==> src/hw/rtl/sni_pkg.sv <==
`timescale 1ns / 1ps
// ----------------------------------------------------------------------------
// Seed neighbor index package
// Shared widths, limits, register codes and the multiply-add operand word.
// ----------------------------------------------------------------------------
package sni_pkg;

  // Seed and alphabet limits.
  localparam int SEED_LEN_MAX = 4;
  localparam int ALPHA_MAX    = 16;

  // Field widths.
  localparam int SYM_W  = 4;
  localparam int IDX_W  = 16;
  localparam int LEN_W  = 3;
  localparam int RAD_W  = 5;
  localparam int POS_W  = $clog2(SEED_LEN_MAX);
  localparam int CFG_IW = 2;
  localparam int CFG_DW = 5;

  // Configuration register indexes.
  localparam logic [CFG_IW-1:0] CFG_SEED_LENGTH       = 2'd0;
  localparam logic [CFG_IW-1:0] CFG_ALPHABET_SIZE     = 2'd1;
  localparam logic [CFG_IW-1:0] CFG_NEIGHBOR_DISTANCE = 2'd2;

  // Operand word for the shared multiply-add unit: res = acc +/- a * b.
  typedef struct packed {
    logic [IDX_W-1:0] acc;
    logic [RAD_W-1:0] mul_a;
    logic [IDX_W-1:0] mul_b;
    logic             sub;
  } mac_op_t;

endpackage

==> src/hw/rtl/sni_mac.sv <==
`timescale 1ns / 1ps
// ----------------------------------------------------------------------------
// Shared multiply-add unit
// Computes acc plus or minus a small radix operand times a 16-bit index weight.
// ----------------------------------------------------------------------------
module sni_mac
  import sni_pkg::*;
(
  input  mac_op_t          op_i,
  output logic [IDX_W-1:0] res_o
);

  logic [RAD_W+IDX_W-1:0] prod;
  logic [IDX_W-1:0]       prod_lo;

  // All index arithmetic wraps modulo 2^16.
  assign prod    = {{IDX_W{1'b0}}, op_i.mul_a} * {{RAD_W{1'b0}}, op_i.mul_b};
  assign prod_lo = prod[IDX_W-1:0];
  assign res_o   = op_i.sub ? (op_i.acc - prod_lo) : (op_i.acc + prod_lo);

endmodule

==> src/hw/rtl/seed_neighbor_index_generator.sv <==
`timescale 1ns / 1ps
// ----------------------------------------------------------------------------
// Seed neighbor index generator
// Forms the mixed-radix index of a seed and, in distance-one mode, the index
// of every single-substitution neighbor; a new seed waits for the last word.
// ----------------------------------------------------------------------------
// Per seed, ST_BASE_A adds one digit per position and ST_BASE_B steps the
// weight between positions; ST_EMIT_SEED then issues the seed word. In
// distance-one mode ST_LOAD and ST_NEIGH walk the neighbors of each position.
// The single shared multiply-add unit serves all of these steps.
// A bad seed ends the walk at the first bad position with one bad-symbol word.
// Reset restores the registers to length 4, radix 10, distance 1; no sweep.
module seed_neighbor_index_generator
  import sni_pkg::*;
(
  input  logic              clk_i,
  input  logic              rst_ni,
  // Configuration write channel.
  input  logic              cfg_valid_i,
  output logic              cfg_ready_o,
  input  logic [CFG_IW-1:0] cfg_index_i,
  input  logic [CFG_DW-1:0] cfg_data_i,
  // Seed input channel.
  input  logic              in_valid_i,
  output logic              in_stall_o,
  input  logic [SYM_W-1:0]  sym0_i,
  input  logic [SYM_W-1:0]  sym1_i,
  input  logic [SYM_W-1:0]  sym2_i,
  input  logic [SYM_W-1:0]  sym3_i,
  // Result output channel.
  output logic              out_valid_o,
  input  logic              out_stall_i,
  output logic [IDX_W-1:0]  seed_index_o,
  output logic              last_o,
  output logic              bad_symbol_o
);

  typedef enum logic [2:0] {
    ST_IDLE,
    ST_BASE_A,
    ST_BASE_B,
    ST_EMIT_SEED,
    ST_LOAD,
    ST_NEIGH
  } state_e;

  // Configuration registers.
  logic [LEN_W-1:0] seed_len_q;
  logic [RAD_W-1:0] alpha_q;
  logic             dist_q;

  // Sequencer and datapath registers.
  state_e           state_q;
  logic [SYM_W-1:0] sym_q [SEED_LEN_MAX];
  logic [IDX_W-1:0] pw_q  [SEED_LEN_MAX];
  logic [POS_W-1:0] len_m1_q;
  logic [RAD_W-1:0] r_q;
  logic             nd_q;
  logic [POS_W-1:0] pos_q;
  logic [IDX_W-1:0] base_q;
  logic [IDX_W-1:0] p_q;
  logic [IDX_W-1:0] idx_q;
  logic [SYM_W-1:0] v_q;
  logic [SYM_W-1:0] k_q;

  // Output register.
  logic             out_valid_q;
  logic [IDX_W-1:0] out_idx_q;
  logic             out_last_q;
  logic             out_bad_q;

  logic             in_acc;
  logic             out_free;
  logic [POS_W-1:0] len_m1_c;
  logic [RAD_W-1:0] r_c;
  logic [SYM_W-1:0] r_m1;
  logic [SYM_W-1:0] sym_cur;
  logic             sym_bad;
  logic             wrap;
  logic             pos_end;
  logic             neigh_last;
  mac_op_t          mac_op;
  logic [IDX_W-1:0] mac_res;

  // Configuration writes are always taken.
  assign cfg_ready_o = 1'b1;

  always_ff @(posedge clk_i or negedge rst_ni) begin
    if (!rst_ni) begin
      seed_len_q <= LEN_W'(SEED_LEN_MAX);
      alpha_q    <= RAD_W'(10);
      dist_q     <= 1'b1;
    end else if (cfg_valid_i) begin
      case (cfg_index_i)
        CFG_SEED_LENGTH:       seed_len_q <= cfg_data_i[LEN_W-1:0];
        CFG_ALPHABET_SIZE:     alpha_q    <= cfg_data_i;
        CFG_NEIGHBOR_DISTANCE: dist_q     <= cfg_data_i[0];
        default: ;
      endcase
    end
  end

  // Handshake status.
  assign in_stall_o = (state_q != ST_IDLE);
  assign in_acc     = in_valid_i && (state_q == ST_IDLE);
  assign out_free   = !out_valid_q || !out_stall_i;

  // Clamp the registers to their working ranges at accept time.
  always_comb begin
    if (seed_len_q == '0) begin
      len_m1_c = '0;
    end else if (seed_len_q > LEN_W'(SEED_LEN_MAX)) begin
      len_m1_c = POS_W'(SEED_LEN_MAX - 1);
    end else begin
      len_m1_c = POS_W'(seed_len_q - LEN_W'(1));
    end
    if (alpha_q < RAD_W'(2)) begin
      r_c = RAD_W'(2);
    end else if (alpha_q > RAD_W'(ALPHA_MAX)) begin
      r_c = RAD_W'(ALPHA_MAX);
    end else begin
      r_c = alpha_q;
    end
  end

  // Per-position helper terms.
  assign r_m1       = SYM_W'(r_q - RAD_W'(1));
  assign sym_cur    = sym_q[pos_q];
  assign sym_bad    = ({1'b0, sym_cur} >= r_q);
  assign wrap       = (v_q == r_m1);
  assign pos_end    = (k_q == r_m1);
  assign neigh_last = pos_end && (pos_q == len_m1_q);

  // Operand selection for the shared unit. In the neighbor walk the digit
  // steps by one weight, or falls back by (R-1) weights when it wraps to 0.
  always_comb begin
    mac_op = '0;
    case (state_q)
      ST_BASE_A: begin
        mac_op.acc   = base_q;
        mac_op.mul_a = {1'b0, sym_cur};
        mac_op.mul_b = p_q;
      end
      ST_BASE_B: begin
        mac_op.mul_a = r_q;
        mac_op.mul_b = p_q;
      end
      ST_NEIGH: begin
        mac_op.acc   = idx_q;
        mac_op.mul_a = wrap ? {1'b0, r_m1} : RAD_W'(1);
        mac_op.mul_b = pw_q[pos_q];
        mac_op.sub   = wrap;
      end
      default: mac_op = '0;
    endcase
  end

  sni_mac u_mac (
    .op_i  (mac_op),
    .res_o (mac_res)
  );

  // Sequencer, datapath and output register.
  always_ff @(posedge clk_i or negedge rst_ni) begin
    if (!rst_ni) begin
      state_q     <= ST_IDLE;
      sym_q       <= '{default: '0};
      pw_q        <= '{default: '0};
      len_m1_q    <= '0;
      r_q         <= RAD_W'(2);
      nd_q        <= 1'b0;
      pos_q       <= '0;
      base_q      <= '0;
      p_q         <= '0;
      idx_q       <= '0;
      v_q         <= '0;
      k_q         <= '0;
      out_valid_q <= 1'b0;
      out_idx_q   <= '0;
      out_last_q  <= 1'b0;
      out_bad_q   <= 1'b0;
    end else begin
      if (out_valid_q && !out_stall_i) begin
        out_valid_q <= 1'b0;
      end
      case (state_q)
        ST_IDLE: begin
          if (in_acc) begin
            sym_q[0] <= sym0_i;
            sym_q[1] <= sym1_i;
            sym_q[2] <= sym2_i;
            sym_q[3] <= sym3_i;
            len_m1_q <= len_m1_c;
            r_q      <= r_c;
            nd_q     <= dist_q;
            pos_q    <= '0;
            base_q   <= '0;
            p_q      <= IDX_W'(1);
            state_q  <= ST_BASE_A;
          end
        end
        // Accumulate one digit of the seed index, or report a bad symbol.
        ST_BASE_A: begin
          if (sym_bad) begin
            if (out_free) begin
              out_valid_q <= 1'b1;
              out_idx_q   <= '0;
              out_last_q  <= 1'b1;
              out_bad_q   <= 1'b1;
              state_q     <= ST_IDLE;
            end
          end else begin
            base_q       <= mac_res;
            pw_q[pos_q]  <= p_q;
            state_q      <= (pos_q == len_m1_q) ? ST_EMIT_SEED : ST_BASE_B;
          end
        end
        // Advance the digit weight to the next position.
        ST_BASE_B: begin
          p_q     <= mac_res;
          pos_q   <= pos_q + POS_W'(1);
          state_q <= ST_BASE_A;
        end
        ST_EMIT_SEED: begin
          if (out_free) begin
            out_valid_q <= 1'b1;
            out_idx_q   <= base_q;
            out_last_q  <= !nd_q;
            out_bad_q   <= 1'b0;
            pos_q       <= '0;
            state_q     <= nd_q ? ST_LOAD : ST_IDLE;
          end
        end
        // Restart the walk at the seed index for the current position.
        ST_LOAD: begin
          idx_q   <= base_q;
          v_q     <= sym_cur;
          k_q     <= SYM_W'(1);
          state_q <= ST_NEIGH;
        end
        ST_NEIGH: begin
          if (out_free) begin
            out_valid_q <= 1'b1;
            out_idx_q   <= mac_res;
            out_last_q  <= neigh_last;
            out_bad_q   <= 1'b0;
            idx_q       <= mac_res;
            v_q         <= wrap ? '0 : v_q + SYM_W'(1);
            k_q         <= k_q + SYM_W'(1);
            if (neigh_last) begin
              state_q <= ST_IDLE;
            end else if (pos_end) begin
              pos_q   <= pos_q + POS_W'(1);
              state_q <= ST_LOAD;
            end
          end
        end
        default: state_q <= ST_IDLE;
      endcase
    end
  end

  assign out_valid_o  = out_valid_q;
  assign seed_index_o = out_idx_q;
  assign last_o       = out_last_q;
  assign bad_symbol_o = out_bad_q;

endmodule

==> config.mk <==
export PLATFORM = sky130hd
export DESIGN_NAME = seed_neighbor_index_generator
export DESIGN_NICKNAME = d
export VERILOG_FILES = /design/src/hw/rtl/sni_pkg.sv /design/src/hw/rtl/sni_mac.sv /design/src/hw/rtl/seed_neighbor_index_generator.sv
export SDC_FILE = /design/constraint.sdc
export NUM_CORES = 1
export LEC_CHECK = 0
export ABC_AREA = 1
export ABC_CLOCK_PERIOD_IN_PS = 9500
export BUFFER_PORTS_ARGS = -buffer_cell sky130_fd_sc_hd__buf_2
export CAP_MARGIN = 25
export CORE_MARGIN = 5
export CORE_UTILIZATION = 59
export DETAILED_ROUTE_END_ITERATION = 10
export PLACE_DENSITY = 0.86
export SYNTH_ARGS = -nofsm -noshare
export SYNTH_HDL_FRONTEND = slang
export SYNTH_HIERARCHICAL = 1
export SYNTH_SLANG_ARGS = --single-unit
==> constraint.sdc <==
create_clock -name clk_i -period 9.5 [get_ports clk_i]
set_input_delay 2.375 -clock clk_i [delete_from_list [all_inputs] [get_ports clk_i]]
set_output_delay 2.375 -clock clk_i [all_outputs]
set_load 0.01 [all_outputs]
==> metrics.cfg, run 1 <==
[logic_synthesis]
syn_nets = 1703
yosys-top-cells-area = dfrtp_1, nand2_1, o21ai_0, inv_1, fa_1
synth_area_leader_cell = dfrtp_1
yosys-top-cells-count = nand2_1, inv_1, o21ai_0
yosysUniqueCellTypes = 49
ys_ff_latch = 177
synth_edf_count = 0
yosysWarnings = 6
yosysMostFrequentCell = nand2_1
synth_cells = 1593
ys_async_sr_fraction_pct = 100
syn_area_per_cell_sq_um = 7.41
synth_flop_cell = dfrtp_1
seq_area_frac_synth_pct = 37.6
yosys.area.top_type_share_pct = 36.4
syn_area_sq_um = 11800

[timing]
skew_ns = 0.0127
relSlewSlack_pct = 38.0
finalCritPeriodShare_pct = 83.0
fmax_mhz = 127
finalSetupViolCount = 0
final.setup.tns_ns = 0
hold_viol_final = 0
slew_violations = 0
rsz0062_at_grt = false
tightest_slew_ns = 0.930
min_period_ns = 7.89

[setup_path]
arrival_ns = 8.22
crit_path_end_kind = register
cp_num_buf_inv = 5
crit_type = reg2reg
cpPeakStageDelay_ns = 0.78
critPathTopFamily = adder cells
crit_top_cell = nand2_1
required_ns = 9.83
start_kind = register
critPathMaxFanout = 24
slowest_stage = inv_1

[hold_path]
hp-class = reg2reg

[cts]
clkTransAtPathRegs_ns = 0.07
cts_tree = built
cts-hold-fix-buffers = 0
cts_max_path_buffers = 2
insertion_delay_ns = 0.44
root_buffer = clkbuf_16
cts_setup_buffers = 0
cts-buffers-inserted = 17
cts.sinks = 177
post_cts_resized = 0
h-tree-depth = 4

[drt]
via_per_inst = 5.68
first_iter_violations = 1127
vias = 10700
wl_microns = 29800
ant_nets = 0
dr.pass1.iters = 5
wire_per_inst_microns = 15.8
drcViolationCount = 0

[placement]
dp_hpwl_microns = 21000
routabilityCongestion = 0.966
dpl.cell_count = 1854
io_buffers = 47

[global_route]
antenna_found_initial = 0
grt_pass1_wl_microns = 50500
grt_max_degree = 108
grt_usage_pct = 27.2
grt_overflow_total = 0
grt_pass1_vias = 10300

[finish]
syn2layout_area_growth_pct = 8.68
fin_nets = 1720
n_antenna_cell = 0
drive_gt1_share_pct = 8.81
final_cells = 1888

[outcome]
status = finished clean

[floorplan]
dieWidth_microns = 151
start_util_pct = 60.3
die_area_sq_um = 22900
num_rows = 51
ioPinCount = 49
dieHeight_microns = 151
core_sq_um = 19600

[run]
cap_violations = 0

==> registers in the layout (all words and copies together), names as in the netlist, 5 cells and up <==
signal,count
alpha_q,5
idx_q,16
seed_index_o,16
r_q,5
p_q,16
base_q,16
sym_q,16
pw_q,64
==> per-stage QoR <==
| step | hold WS [ns] | utilization [%] | cell area [sq um] | setup WS (ns) |
|---|---|---|---|---|
| finish | 0.470 | 65.5 | 12800 | 1.61 |
| global route | 0.497 | 65.5 | 12800 | 0.845 |
| CTS | 0.475 | 65.3 | 12800 | 1.77 |
| detailed placement | 0.458 | 62.3 | 12200 | 1.81 |
| global placement | 0.455 | 62.3 | 12200 | 2.04 |
| floorplan | 0.437 | - | 11800 | 2.76 |
==> worst register-to-register path, delay by kind of cell (launching register included) <==
family	cells	cell delay (ns)
flip-flops	1	0.69
buffers and inverters	5	1.04
XOR/XNOR	1	0.15
AO/OA/AOI/OAI	7	1.43
adder cells (fa/ha/maj)	5	2.26
AND/OR/NAND/NOR	17	2.18
==> per-layer routing <==
layer	up-vias	routed length (microns)	part of all wire, %	global-route usage (%)
met2	446	14200	48	44.1
met3	74	1920	6.5	3.51
met1	5113	12600	42	37.5
met4	0	1040	3.5	10.8
met5	-	0	0	0
li1	5092	-	-	-
==> cell usage in the layout (no fill, tap or decap), types with 6 or more instances in the layout <==
cell       synthesis  routed
nand2_1          498     498
inv_1            234     234
o21ai_0          195     195
dfrtp_1          172     172
nand3_1           75      75
a21oi_1           68      67
nor2_1            48      48
ha_1              46      46
buf_2             12      46
fa_1              36      36
xor2_1            27      27
o22ai_1           23      23
clkbuf_16          0      17
a221o_1           16      16
nand2_2           16      16
nand4_1           11      11
buf_4              2      10
xnor2_1            8       8
inv_2              7       7
nor2_2             7       7
nand3_2            6       6
==> cells by family after synthesis <==
family	synth area share, %
AOI/OAI and AO/OA	14.9
xor gates and xnor gates	2.87
adders and majority gates	11.1
buffers and inverters	10.0
DFF	37.6
other	0.0317
and+or+nand+nor	23.5
==> worst paths after layout <==
kind | startpoint | end | cells after the start | slack, ns
worst max-delay path | pos_q[1] | seed_index_o[15] | 35 | 1.61
worst min-delay path | sym_q[7] | sym_q[7] | 2 | 0.47
worst max register to register | pos_q[1] | seed_index_o[15] | 35 | 1.61
worst min register to register | sym_q[7] | sym_q[7] | 2 | 0.47
max in group asynchronous | rst_ni | seed_index_o[12] | 2 | 6.37
min in group asynchronous | rst_ni | sym_q[8] | 1 | 1.84
==> final cells by class <==
class	count	area, sq um
timing repair buffer	59	359
sequential	177	4440
tap	265	332
multi-input combinational	1111	6200
fill	1646	6750
clock buffer	17	425
clock inverter	15	168
inverter	244	916
Power of run 1 is not shown: default switching activity piles up to over one toggle a cycle in this logic, so the estimate is an artifact.
==> inputs of run 2 (changes only) <==
--- a/config.mk
+++ b/config.mk
@@ -5,8 +5,8 @@
 export SDC_FILE = /design/constraint.sdc
 export NUM_CORES = 1
 export LEC_CHECK = 0
-export ABC_AREA = 1
-export ABC_CLOCK_PERIOD_IN_PS = 9500
+export ABC_AREA = 0
+export ABC_CLOCK_PERIOD_IN_PS = 7700
 export BUFFER_PORTS_ARGS = -buffer_cell sky130_fd_sc_hd__buf_2
 export CAP_MARGIN = 25
 export CORE_MARGIN = 5
==> constraint.sdc (replaced) <==
create_clock -name clk_i -period 7.7 [get_ports clk_i]
set_input_delay 1.925 -clock clk_i [delete_from_list [all_inputs] [get_ports clk_i]]
set_output_delay 1.925 -clock clk_i [all_outputs]
set_load 0.01 [all_outputs]
==> metrics.cfg, run 2 <==
[logic_synthesis]
synth_edf_count = 0  ; unchanged
syn_area_sq_um = 11900  ; was 11800 sq um
yosys-top-cells-area = dfrtp_1, fa_1, mux2_2, mux2_4, ha_1  ; was dfrtp_1, nand2_1, o21ai_0, inv_1, fa_1
synth_area_leader_cell = dfrtp_1  ; unchanged
seq_area_frac_synth_pct = 37.4  ; was 37.6%
syn_area_per_cell_sq_um = 10.6  ; was 7.41 sq um
yosysUniqueCellTypes = 82  ; was 49
yosys.area.top_type_share_pct = 36.3  ; was 36.4%
synth_cells = 1120  ; was 1593
ys_async_sr_fraction_pct = 100  ; unchanged
ys_ff_latch = 177  ; unchanged
syn_nets = 1230  ; was 1703
yosysWarnings = 6  ; unchanged
yosys-top-cells-count = dfrtp_1, nand2_1, inv_1, o21ai_0, mux2_2  ; was nand2_1, inv_1, o21ai_0
synth_flop_cell = dfrtp_1  ; unchanged
yosysMostFrequentCell = dfrtp_1  ; was nand2_1

[global_route]
antenna_found_initial = 0  ; unchanged
grt_pass1_wl_microns = 45800  ; was 50500 microns
grt_max_degree = 101  ; was 108
grt_usage_pct = 25.1  ; was 27.2%
grt_pass1_vias = 9135  ; was 10.3k
grt_overflow_total = 0  ; unchanged

[timing]
hold_viol_final = 0  ; unchanged
fmax_mhz = 134  ; was 127 MHz
finalSetupViolCount = 0  ; unchanged
slew_violations = 0  ; unchanged
relSlewSlack_pct = 38.9  ; was 38.0%
skew_ns = 0.00972  ; was 0.0127 ns
hold_ws_ns = 0.451  ; was 0.470 ns
finalCritPeriodShare_pct = 97.0  ; was 83.0%
min_period_ns = 7.47  ; was 7.89 ns
tightest_slew_ns = 0.917  ; was 0.930 ns

[placement]
dp_hpwl_microns = 19200  ; was 21000 microns
place_area_sq_um = 12400  ; was 12200 sq um
io_buffers = 47  ; unchanged
routabilityCongestion = 0.912  ; was 0.966

[finish]
fin_nets = 1278  ; was 1720
final_cell_mix = dfrtp_1, nand2_1, inv_1  ; was nand2_1, inv_1, o21ai_0
largest_register = pw_q  ; unchanged
fillers = 1465  ; was 1646
stdcell_area_sq_um = 13200  ; was 12800 sq um
drive_gt1_share_pct = 24.6  ; was 8.81%
n_antenna_cell = 0  ; unchanged
multi_input_area_sq_um = 7020  ; was 6200 sq um
final_common_cell = dfrtp_1  ; was nand2_1
largest_register_ff_count = 64  ; unchanged
syn2layout_area_growth_pct = 11.1  ; was 8.68%
seq_area_sq_um = 4440  ; unchanged

[cts]
root_buffer = clkbuf_16  ; unchanged
cts_max_path_buffers = 2  ; unchanged
cts.sinks = 177  ; unchanged
cts-buffers-inserted = 17  ; unchanged
h-tree-depth = 4  ; unchanged
cts_tree = built  ; unchanged
cts-hold-fix-buffers = 0  ; unchanged
insertion_delay_ns = 0.44  ; about the same
clkTransAtPathRegs_ns = 0.07  ; about the same

[floorplan]
die_area_sq_um = 23000  ; was 22900 sq um
dieWidth_microns = 152  ; was 151 microns
num_rows = 51  ; unchanged
core_sq_um = 19700  ; was 19600 sq um
start_util_pct = 60.4  ; was 60.3%
dieHeight_microns = 152  ; was 151 microns
ioPinCount = 49  ; unchanged

[drt]
wire_per_inst_microns = 19.3  ; was 15.8 microns
drcViolationCount = 0  ; unchanged
wl_microns = 28000  ; was 29800 microns
first_iter_violations = 811  ; was 1127
vias = 8833  ; was 10.7k
via_per_inst = 6.11  ; was 5.68
ant_nets = 0  ; unchanged
dr.pass1.iters = 5  ; unchanged

[setup_path]
crit_path_end_kind = register  ; unchanged
critPathTopFamily = adder cells  ; unchanged
crit_start = r_q[1]  ; was pos_q[1]
timing.rr.start = r_q[1]  ; was pos_q[1]
crit_top_cell = fa_1  ; was nand2_1
critPathMaxFanout = 6  ; was 24
crit_type = reg2reg  ; unchanged
required_ns = 8.02  ; was 9.83 ns
arrival_ns = 7.79  ; was 8.22 ns
cp_num_buf_inv = 2  ; was 5
slowest_stage = fa_1  ; was inv_1
cpPeakStageDelay_ns = 0.58  ; was 0.78 ns
start_kind = register  ; unchanged

[outcome]
status = finished clean  ; unchanged

[hold_path]
hp-class = reg2reg  ; unchanged
hp-start = alpha_q[4]  ; was sym_q[7]

[run]
cap_violations = 0  ; unchanged

[run 2: cell types whose count changed after synthesis, moves of 23 or more]
cell and delta:
nand2_1 -350, a22o_1 +48, mux2_2 +62, xnor2_1 +28, nand3_1 -62, o21ai_0 -124
a21oi_1 -41, and2_1 +44, mux2_4 +40, inv_1 -163, o22ai_1 -23
[run 2: final cells by class]
cell class | count | area share, %
flip-flops and latches | 177 | 33.7
well taps | 265 | 2.52
inverters | 71 | 2.02
multi-input cells | 818 | 53.2
clock inverters | 13 | 1.01
clock buffers | 19 | 3.29
repair buffers | 83 | 4.27
[run 2: cell families after synthesis]
kind of cell	after synthesis	synth area share, %
simple gates	313	13.0
compound gates	224	13.4
flops	177	37.4
mux	145	16.7
buf+inv	125	4.47
fa+ha+maj	82	10.9
xor+xnor	53	4.03
other cells	1	0.0316
[run 2: routing by layer]
| layer | routed length (microns) | global-route usage, % | share of wire (%) |
|---|---|---|---|
| met1 | 11700 | 32.9 | 42 |
| met5 | 0 | 0 | 0 |
| met2 | 14100 | 42.4 | 50 |
| met4 | 836 | 9.03 | 3.0 |
| met3 | 1310 | 4.05 | 4.7 |
[run 2: repair_timing]
item	in CTS	in global routing
endpoints found under the setup margin	2	15
gates resized for setup	1	26
pin swaps	0	14
setup buffers	0	7
[run 2: path summary, 6_finish.rpt]
kind / slack [ns] / end / cells after the start
min in group asynchronous: 1.59 / sym_q[7] / 1
min reg2reg: 0.45 / r_q[1] / 1
min: 0.45 / r_q[1] / 1
max in group asynchronous: 4.96 / dist_q / 3
max reg2reg: 0.23 / seed_index_o[14] / 26
max: 0.23 / seed_index_o[14] / 26
[run 2: per-stage QoR]
step,worst slack [ns],util (%),std cells,setup TNS [ns]
3_3_place_gp,0.261,63.0,1404,0
2_1_floorplan,0.118,-,1120,0
3_5_place_dp,0.0157,63.1,1405,0
6_report,0.229,67.0,1446,0
4_1_cts,0.0310,66.0,1437,0
5_1_grt,-0.105,67.0,1446,-0.237
Power of run 2 is left out for the same reason.
==> inputs of run 3 (changes only) <==
--- a/config.mk
+++ b/config.mk
@@ -9,10 +9,12 @@
 export ABC_CLOCK_PERIOD_IN_PS = 7700
 export BUFFER_PORTS_ARGS = -buffer_cell sky130_fd_sc_hd__buf_2
 export CAP_MARGIN = 25
+export CELL_PAD_IN_SITES_DETAIL_PLACEMENT = 1
+export CELL_PAD_IN_SITES_GLOBAL_PLACEMENT = 1
 export CORE_MARGIN = 5
-export CORE_UTILIZATION = 59
+export CORE_UTILIZATION = 51
 export DETAILED_ROUTE_END_ITERATION = 10
-export PLACE_DENSITY = 0.86
+export PLACE_DENSITY = 0.91
 export SYNTH_ARGS = -nofsm -noshare
 export SYNTH_HDL_FRONTEND = slang
 export SYNTH_HIERARCHICAL = 1
==> metrics.cfg, run 3 (synthesized netlist as in run 2, its figures left out) <==
[outcome]
status = finished clean  ; unchanged

[cts]
cts_max_path_buffers = 2  ; unchanged
clkTransAtPathRegs_ns = 0.08  ; was 0.07 ns
root_buffer = clkbuf_16  ; unchanged
cts_tree = built  ; unchanged
cts-buffers-inserted = 17  ; unchanged
cts.sinks = 177  ; unchanged
cts-hold-fix-buffers = 0  ; unchanged
h-tree-depth = 4  ; unchanged
insertion_delay_ns = 0.46  ; was 0.44 ns

[drt]
drcViolationCount = 0  ; unchanged
via_per_inst = 6.47  ; was 6.11
ant_nets = 0  ; unchanged
wl_microns = 39400  ; was 28000 microns
wl_met1_microns = 14700  ; was 11700 microns
vias = 9702  ; was 8833
wl_met3_microns = 2120  ; was 1310 microns
first_iter_violations = 858  ; was 811
dr.pass1.iters = 5  ; unchanged
met2_length_microns = 20500  ; was 14100 microns
highest-signal-layer = met4  ; unchanged
wire_per_inst_microns = 26.3  ; was 19.3 microns

[global_route]
grt_pass1_vias = 10800  ; was 9135
antenna_found_initial = 0  ; unchanged
grt_pass1_wl_microns = 60300  ; was 45800 microns
grt_max_degree = 63  ; was 101
grt_usage_pct = 29.1  ; was 25.1%
grt_overflow_total = 0  ; unchanged

[placement]
io_buffers = 47  ; unchanged
routabilityCongestion = 0.883  ; was 0.912
dp_hpwl_microns = 24200  ; was 19200 microns

[timing]
min_period_ns = 7.64  ; was 7.47 ns
finalCritPeriodShare_pct = 99.2  ; was 97.0%
skew_ns = 0.0140  ; was 0.00972 ns
relSlewSlack_pct = 39.3  ; was 38.9%
hold_viol_final = 0  ; unchanged
fmax_mhz = 131  ; was 134 MHz
finalSetupViolCount = 0  ; unchanged
tightest_slew_ns = 0.911  ; was 0.917 ns
slew_violations = 0  ; unchanged

[floorplan]
die_area_sq_um = 26400  ; was 23000 sq um
core_sq_um = 22800  ; was 19700 sq um
ioPinCount = 49  ; unchanged
start_util_pct = 52.1  ; was 60.4%
num_rows = 55  ; was 51
dieHeight_microns = 163  ; was 152 microns
dieWidth_microns = 163  ; was 152 microns

[setup_path]
required_ns = 8.04  ; was 8.02 ns
start_kind = register  ; unchanged
critPathMaxFanout = 7  ; was 6
reg2regPathDepth = 27  ; was 26
arrival_ns = 7.97  ; was 7.79 ns
crit_path_end_kind = register  ; unchanged
crit_type = reg2reg  ; unchanged

[hold_path]
holdPathStages = 1  ; unchanged
hp-class = reg2reg  ; unchanged

[finish]
fin_util_pct = 58.7  ; was 67.0%
largest_register = pw_q  ; unchanged
syn2layout_area_growth_pct = 12.7  ; was 11.1%
final_common_cell = dfrtp_1  ; unchanged
drive_gt1_share_pct = 26.1  ; was 24.6%
fin_nets = 1284  ; was 1278
n_antenna_cell = 0  ; unchanged
largest_register_ff_count = 64  ; unchanged
final_cell_mix = dfrtp_1, nand2_1, inv_1  ; unchanged

[run]
cap_violations = 0  ; unchanged

==> run 3: cell type report <==
| class | count | area [sq um] |
|---|---|---|
| clock inverter | 14 | 164 |
| sequential | 177 | 4440 |
| clock buffer | 18 | 439 |
| tap | 313 | 392 |
| timing repair buffer | 89 | 588 |
| inverter | 71 | 267 |
| fill | 2416 | 9410 |
| multi-input combinational | 818 | 7080 |
==> run 3: worst paths after layout <==
path | from | to | slack [ns]
min in group asynchronous | rst_ni | len_m1_q[1] | 1.42
max | r_q[0] | seed_index_o[15] | 0.06
max in group asynchronous | rst_ni | base_q[14] | 5.02
max reg2reg | r_q[0] | seed_index_o[15] | 0.06
min | alpha_q[4] | r_q[1] | 0.48
min reg2reg | alpha_q[4] | r_q[1] | 0.48
==> run 3: what timing repair did <==
item | CTS | global route
resized for setup | 11 | 33
pin swaps | 4 | 10
setup buffers | 3 | 2
setup endpoints to repair | 19 | 27
==> run 3: worst max-delay path, stage by stage, from the launching register on <==
cell and delay, ns:
dfrtp_1 0.42, or3_4 0.41, xnor2_1 0.19, nor4_4 0.41, buf_4 0.19, a32oi_1 0.12, o21ai_2 0.09, buf_6 0.14
nand2_1 0.07, fa_1 0.49, fa_1 0.53, fa_1 0.50, inv_1 0.04, ha_1 0.29, nor2b_4 0.14, o2111a_2 0.29
or4_4 0.53, a21o_1 0.22, a2111oi_4 0.34, a21oi_1 0.14, xor2_1 0.18, ha_1 0.23, or4_4 0.54, nor3_4 0.16
a221oi_2 0.08, xnor3_1 0.22, a22o_1 0.23, mux2_1 0.30
==> run 3: per-layer routing <==
metal / vias up / global-route usage (%)
met5: - / 0
met4: 0 / 14.8
met3: 154 / 4.68
met2: 457 / 51.9
met1: 5041 / 34.0
li1: 4050 / -
==> run 3: stage by stage <==
step | cell area, sq um | TNS, ns | instances | hold WS, ns | setup slack, ns
final | 13400 | 0 | 1500 | 0.481 | 0.0644
after global routing | 13400 | -0.830 | 1500 | 0.492 | -0.207
after CTS | 13200 | 0 | 1497 | 0.473 | 0.0293
after detailed placement | 12500 | -1.39 | 1462 | 0.462 | -0.304
after global placement | 12500 | 0 | 1461 | 0.453 | 0.183
after floorplan | 11900 | 0 | 1120 | 0.413 | 0.118
Power of run 3 is left out for the same reason.
